## config.mk

```make
export PLATFORM = sky130hd
export DESIGN_NAME = tcsa_ctrl
export DESIGN_NICKNAME = d
export VERILOG_FILES = /design/src/rtl/core/tcsa_pkg.sv /design/src/rtl/core/tcsa_ctrl.sv
export SDC_FILE = /design/constraint.sdc
export NUM_CORES = 1
export LEC_CHECK = 0
export BUFFER_PORTS_ARGS = -buffer_cell sky130_fd_sc_hd__buf_2
export CAP_MARGIN = 20
export CORE_MARGIN = 2
export CORE_UTILIZATION = 25
export DETAILED_ROUTE_END_ITERATION = 7
export PLACE_DENSITY = 0.6
export SYNTH_ARGS = -nofsm -noshare
export SYNTH_HDL_FRONTEND = slang
export SYNTH_SLANG_ARGS = --single-unit
```

## constraint.sdc

```tcl
create_clock -name clk -period 1.7 [get_ports clk]
set_clock_uncertainty 0.2 [all_clocks]
set_input_delay 0.085 -clock clk [delete_from_list [all_inputs] [get_ports clk]]
set_output_delay 0.085 -clock clk [all_outputs]
set_load 0.02 [all_outputs]
```

## src/rtl/core/tcsa_pkg.sv

```systemverilog
`default_nettype none
package tcsa_pkg;

  typedef enum logic [1:0] {
    OP_LOAD  = 2'd0,
    OP_ACCUM = 2'd1,
    OP_READ  = 2'd2,
    OP_CLEAR = 2'd3
  } opcode_t;

  typedef enum logic [2:0] {
    REG_IN_CH   = 3'd0,
    REG_OUT_CH  = 3'd1,
    REG_KH      = 3'd2,
    REG_KW      = 3'd3,
    REG_STRIDE_R = 3'd4,
    REG_STRIDE_C = 3'd5,
    REG_ROWS    = 3'd6,
    REG_COLS    = 3'd7
  } reg_index_t;

  localparam int unsigned CFG_IDX_W  = 3;
  localparam int unsigned CFG_DATA_W = 7;
  localparam int unsigned VALUE_W    = 16;
  localparam int unsigned ACC_W      = 32;

  // controller to datapath
  typedef struct packed {
    logic capture;    // latch the accepted item
    logic wload;      // write weight store
    logic oclear;     // write zero at sweep address
    logic macread;    // issue reads for current tap
    logic macwrite;   // write back tap result
    logic rdissue;    // issue read for output read
    logic rdcapture;  // capture read data into result register
    logic step;       // advance tap counters
    logic sweep_step; // advance clear address
  } dp_cmd_t;

  // datapath to controller
  typedef struct packed {
    logic [1:0] op;
    logic       ch_ok;     // accumulate channel in use
    logic       tap_last;  // current tap is the final one
    logic       sweep_last;
  } dp_stat_t;

endpackage
`default_nettype wire

```

## src/rtl/core/tcsa_ctrl.sv

```systemverilog
`default_nettype none
module tcsa_ctrl (
  input  wire logic               clk,
  input  wire logic               rst_n,
  input  wire logic               in_fire,
  output      logic               in_ready,
  output      logic               res_valid,
  input  wire logic               res_take,
  input  wire tcsa_pkg::dp_stat_t stat,
  output      tcsa_pkg::dp_cmd_t  cmd
);
  typedef enum logic [2:0] {
    S_IDLE, S_DECODE, S_MREAD, S_MWAIT, S_MWRITE, S_CLEAR, S_RWAIT, S_RCAP
  } state_t;

  state_t state_r, state_nxt;
  logic   res_valid_r, res_valid_nxt;

  always_comb begin
    state_nxt     = state_r;
    res_valid_nxt = res_valid_r;
    cmd           = '0;
    if (res_take) res_valid_nxt = 1'b0;
    unique case (state_r)
      S_IDLE: begin
        cmd.capture = in_fire;
        if (in_fire) state_nxt = S_DECODE;
      end
      S_DECODE: begin
        unique case (tcsa_pkg::opcode_t'(stat.op))
          tcsa_pkg::OP_LOAD: begin
            cmd.wload = 1'b1;
            state_nxt = S_IDLE;
          end
          tcsa_pkg::OP_ACCUM: state_nxt = stat.ch_ok ? S_MREAD : S_IDLE;
          tcsa_pkg::OP_READ: begin
            cmd.rdissue = 1'b1;
            state_nxt   = S_RWAIT;
          end
          tcsa_pkg::OP_CLEAR: state_nxt = S_CLEAR;
          default: state_nxt = S_IDLE;
        endcase
      end
      S_MREAD: begin
        cmd.macread = 1'b1;
        state_nxt   = S_MWAIT;
      end
      S_MWAIT: state_nxt = S_MWRITE;
      S_MWRITE: begin
        cmd.macwrite = 1'b1;
        cmd.step     = 1'b1;
        state_nxt    = stat.tap_last ? S_IDLE : S_MREAD;
      end
      S_CLEAR: begin
        cmd.oclear     = 1'b1;
        cmd.sweep_step = 1'b1;
        if (stat.sweep_last) state_nxt = S_IDLE;
      end
      // hold the read address so the registered read data stays on it
      S_RWAIT: begin
        cmd.rdissue = 1'b1;
        state_nxt   = S_RCAP;
      end
      S_RCAP: begin
        cmd.rdissue = 1'b1;
        if (!res_valid_r || res_take) begin
          cmd.rdcapture = 1'b1;
          res_valid_nxt = 1'b1;
          state_nxt     = S_IDLE;
        end
      end
      default: state_nxt = S_IDLE;
    endcase
  end

  always_ff @(posedge clk) begin
    if (!rst_n) begin
      state_r     <= S_CLEAR;
      res_valid_r <= 1'b0;
    end else begin
      state_r     <= state_nxt;
      res_valid_r <= res_valid_nxt;
    end
  end

  assign in_ready  = (state_r == S_IDLE);
  assign res_valid = res_valid_r;

`ifndef SYNTHESIS
  a_one_write_src: assert property (@(posedge clk) disable iff (!rst_n)
    !(cmd.oclear && cmd.macwrite)) else $error("clear and mac write together");
  a_capture_idle: assert property (@(posedge clk) disable iff (!rst_n)
    cmd.capture |=> state_r == S_DECODE) else $error("capture without decode");
  a_rdcap_slot: assert property (@(posedge clk) disable iff (!rst_n)
    cmd.rdcapture |-> (!res_valid_r || res_take)) else $error("result overwritten");
`endif
endmodule
`default_nettype wire

```

==> impl_metrics.json <==
{
  "io_pins": 20,
  "p_sw_mw": 0.160,
  "drc": 0,
  "cts_tree": "yes",
  "yosysTopAreaCell": "dfxtp_1",
  "pwr_density_cell_nw_per_um2": 901,
  "synth_top_family_by_area": "simple AND/OR/NAND/NOR gates",
  "ctsHoldBuffers": 3,
  "r2r_cells": 3,
  "grt_antenna_before_repair": 0,
  "crit_fanout": 9,
  "port_buffers": 19,
  "worst_slew_pin_slew_ns": 0.387,
  "r2r_start": "state_r[1]",
  "synth_top_area_frac": 0.242,
  "final_area_sq_um": 463,
  "vias": 364,
  "synth_compound_area_frac": 0.234,
  "finalHoldViolCount": 0,
  "grt_max_degree": 13,
  "start_util": 0.261,
  "wl_per_cell_microns": 10.6,
  "ys_ff_latch": 4,
  "antenna_left": 0,
  "ys_types": 27,
  "area_growth_pct": 39.6,
  "postCtsSetupBuffers": 0,
  "min_period_ns": 1.57,
  "synth_commonest_cells": "4 x buf_4, 4 x dfxtp_1, 4 x nand2_1, 4 x nor2_1",
  "power.total_mw": 0.417,
  "grt_usage": 0.120,
  "rsz0062_at_grt": "no",
  "reg2reg_slack_ns": 0.29,
  "synth_xor_area_frac": 0,
  "status": "completed",
  "p_seq_frac": 0.331,
  "cp-start-kind": "register",
  "maxSlewHeadroom": 0.742,
  "synthFlopType": "dfxtp_1",
  "worstHoldPathCells": 3,
  "nFillCells": 131,
  "synthSimpleGateAreaFrac": 0.396,
  "grt_pass1_wl_microns": 1310,
  "routed_wl_microns": 820,
  "muxShareOfSynthArea": 0,
  "globalplace.congestion": 0.804,
  "syn-num-nets": 51,
  "ys_seq_area_frac": 0.242,
  "placedInstanceArea_sq_um": 410,
  "first_pass_iters": 4,
  "worst_ir_drop_vdd_mv": 0.269,
  "path_cells": "nand2b_4 -> o31ai_1 -> buf_2",
  "timing.fmax_ghz": 0.637,
  "crit_path_end_kind": "primary output",
  "drv_slew": 0,
  "r2r-end": "state_r[0]",
  "cts_max_path_buffers": 2,
  "coreArea_sq_um": 1270,
  "die_h_microns": 40.4,
  "cellLeakagePower_nw": 0.239,
  "clk_pin_slew_worst_paths_ns": 0.04,
  "die_x_microns": 40.4,
  "syn_inst": 42,
  "internal_power_mw": 0.257,
  "setup.worst_path.end": "cmd[3]",
  "clock-sinks": 4,
  "drive_gt1_frac": 0.419,
  "post-route-period-util": 0.923,
  "setup_viol": 0,
  "drt_iter0_drc": 8,
  "hpwl_microns": 591,
  "critPathRequiredTime_ns": 1.41,
  "p_comb_frac": 0.385,
  "p_clk_frac": 0.285,
  "synth_area_per_cell_sq_um": 7.89,
  "n_antenna_cell": 0,
  "critPathSlowestCell": "dfxtp_1",
  "post_cts_resized": 0,
  "cts_buffers": 3,
  "swShare": 0.385,
  "viasPerCell": 4.73,
  "die-area_sq_um": 1630,
  "root_buffer": "clkbuf_4",
  "grt_pass1_vias": 309,
  "grt_overflow_total": 0,
  "finalNetCount": 73,
  "synth_fa_ha_area_frac": 0,
  "rows": 13,
  "worstPathArrival_ns": 1.28,
  "cts_htree_levels": 1,
  "worstSetupStartpoint": "state_r[0]",
  "syn-cell-area_sq_um": 332,
  "synth_area_leaders": "dfxtp_1 24%, buf_4 9.1%, nand3b_4 6.0%, nand2_1 4.5%, nor2_1 4.5%",
  "hold_class": "in -> reg",
  "max-cap-violations": 0,
  "ys_warn_count": 0,
  "critical_path_class": "reg -> out",
  "insertion_delay_ns": 0.23,
  "ys_async_sr_fraction": 0,
  "tns_ns": 0,
  "cp_slowest_stage_delay_ns": 0.53,
  "synth_edf_count": 0
}
==> routing by layer <==
layer	global-route usage	wire length, microns	vias to the layer above
li1	-	-	185
met1	0.150	377	157
met2	0.202	365	20
met3	0.0167	69	2
met4	0.0500	8	0
met5	0	0	-
==> worst max-delay path: cells and delay by family, from the launching register on <==
family                 cells  cell delay (ns)
flip-flops                 1             0.53
AO/OA/AOI/OAI              1             0.22
buffers and inverters      1             0.20
AND/OR/NAND/NOR            1             0.10
==> cells in the final DEF (no fill, tap or decap) <==
master	instances
buf_2	19
nand2_1	4
nor2_1	4
dfxtp_1	4
clkbuf_4	3
dlygate4sd3_1	3
inv_1	2
nand2b_1	2
o21ai_1	2
nor3b_1	1
nand2b_4	1
o31ai_1	1
nor4_1	1
nand3_1	1
nor2b_1	1
nor3_2	1
and2_1	1
a21oi_1	1
and3b_1	1
nand3b_4	1
a211o_1	1
a31oi_1	1
a2bb2oi_1	1
o21bai_1	1
o2111ai_1	1
nor3_1	1
o21a_2	1
o22ai_1	1
==> kinds of logic after synthesis <==
kind of cell,Yosys count
AOI/OAI and AO/OA,11
buffers and inverters,7
DFF,4
and+or+nand+nor,20
==> per-stage QoR <==
stage	std cells	worst slack [ns]	utilization	hold slack, ns
6_report	77	0.130	0.365	0.0203
5_1_grt	77	0.00772	0.365	0.0590
4_1_cts	77	0.110	0.365	0.0251
3_5_place_dp	71	0.290	0.323	0.123
3_3_place_gp	71	0.322	0.323	0.111
2_1_floorplan	42	0.0499	-	-0.0350
==> registers in the layout (all words and copies together), names as in the netlist <==
name / flops
res_valid: 1
state_r: 3
==> worst min path at each step <==
| stage | slack [ns] | to | start |
|---|---|---|---|
| final | 0.02 | state_r[0] | in_fire |
| after detailed placement | 0.12 | state_r[2] | rst_n |
| after global placement | 0.11 | state_r[0] | rst_n |
| after CTS | 0.03 | state_r[0] | in_fire |
| after floorplan | -0.04 | state_r[2] | rst_n |
| after global routing | 0.06 | state_r[0] | in_fire |
==> area by class of cell <==
cell class                      count  area, sq um  share of cell area
Inverter                            2         7.51              0.0162
Timing Repair Buffer               22          125               0.270
Sequential cell                     4         80.1               0.173
Tap cell                           15         18.8              0.0405
Multi-Input combinational cell     31          209               0.451
Clock buffer                        3         22.5              0.0486
==> power by group through the flow <==
stage,logic [mW],registers [mW],clock network [mW]
2_1_floorplan,0.151,0.113,0
3_3_place_gp,0.156,0.137,0
3_5_place_dp,0.156,0.140,0
4_1_cts,0.162,0.138,0.125
5_1_grt,0.178,0.143,0.127
6_report,0.160,0.138,0.119
No activity file was read; power rests on OpenSTA's default activity.
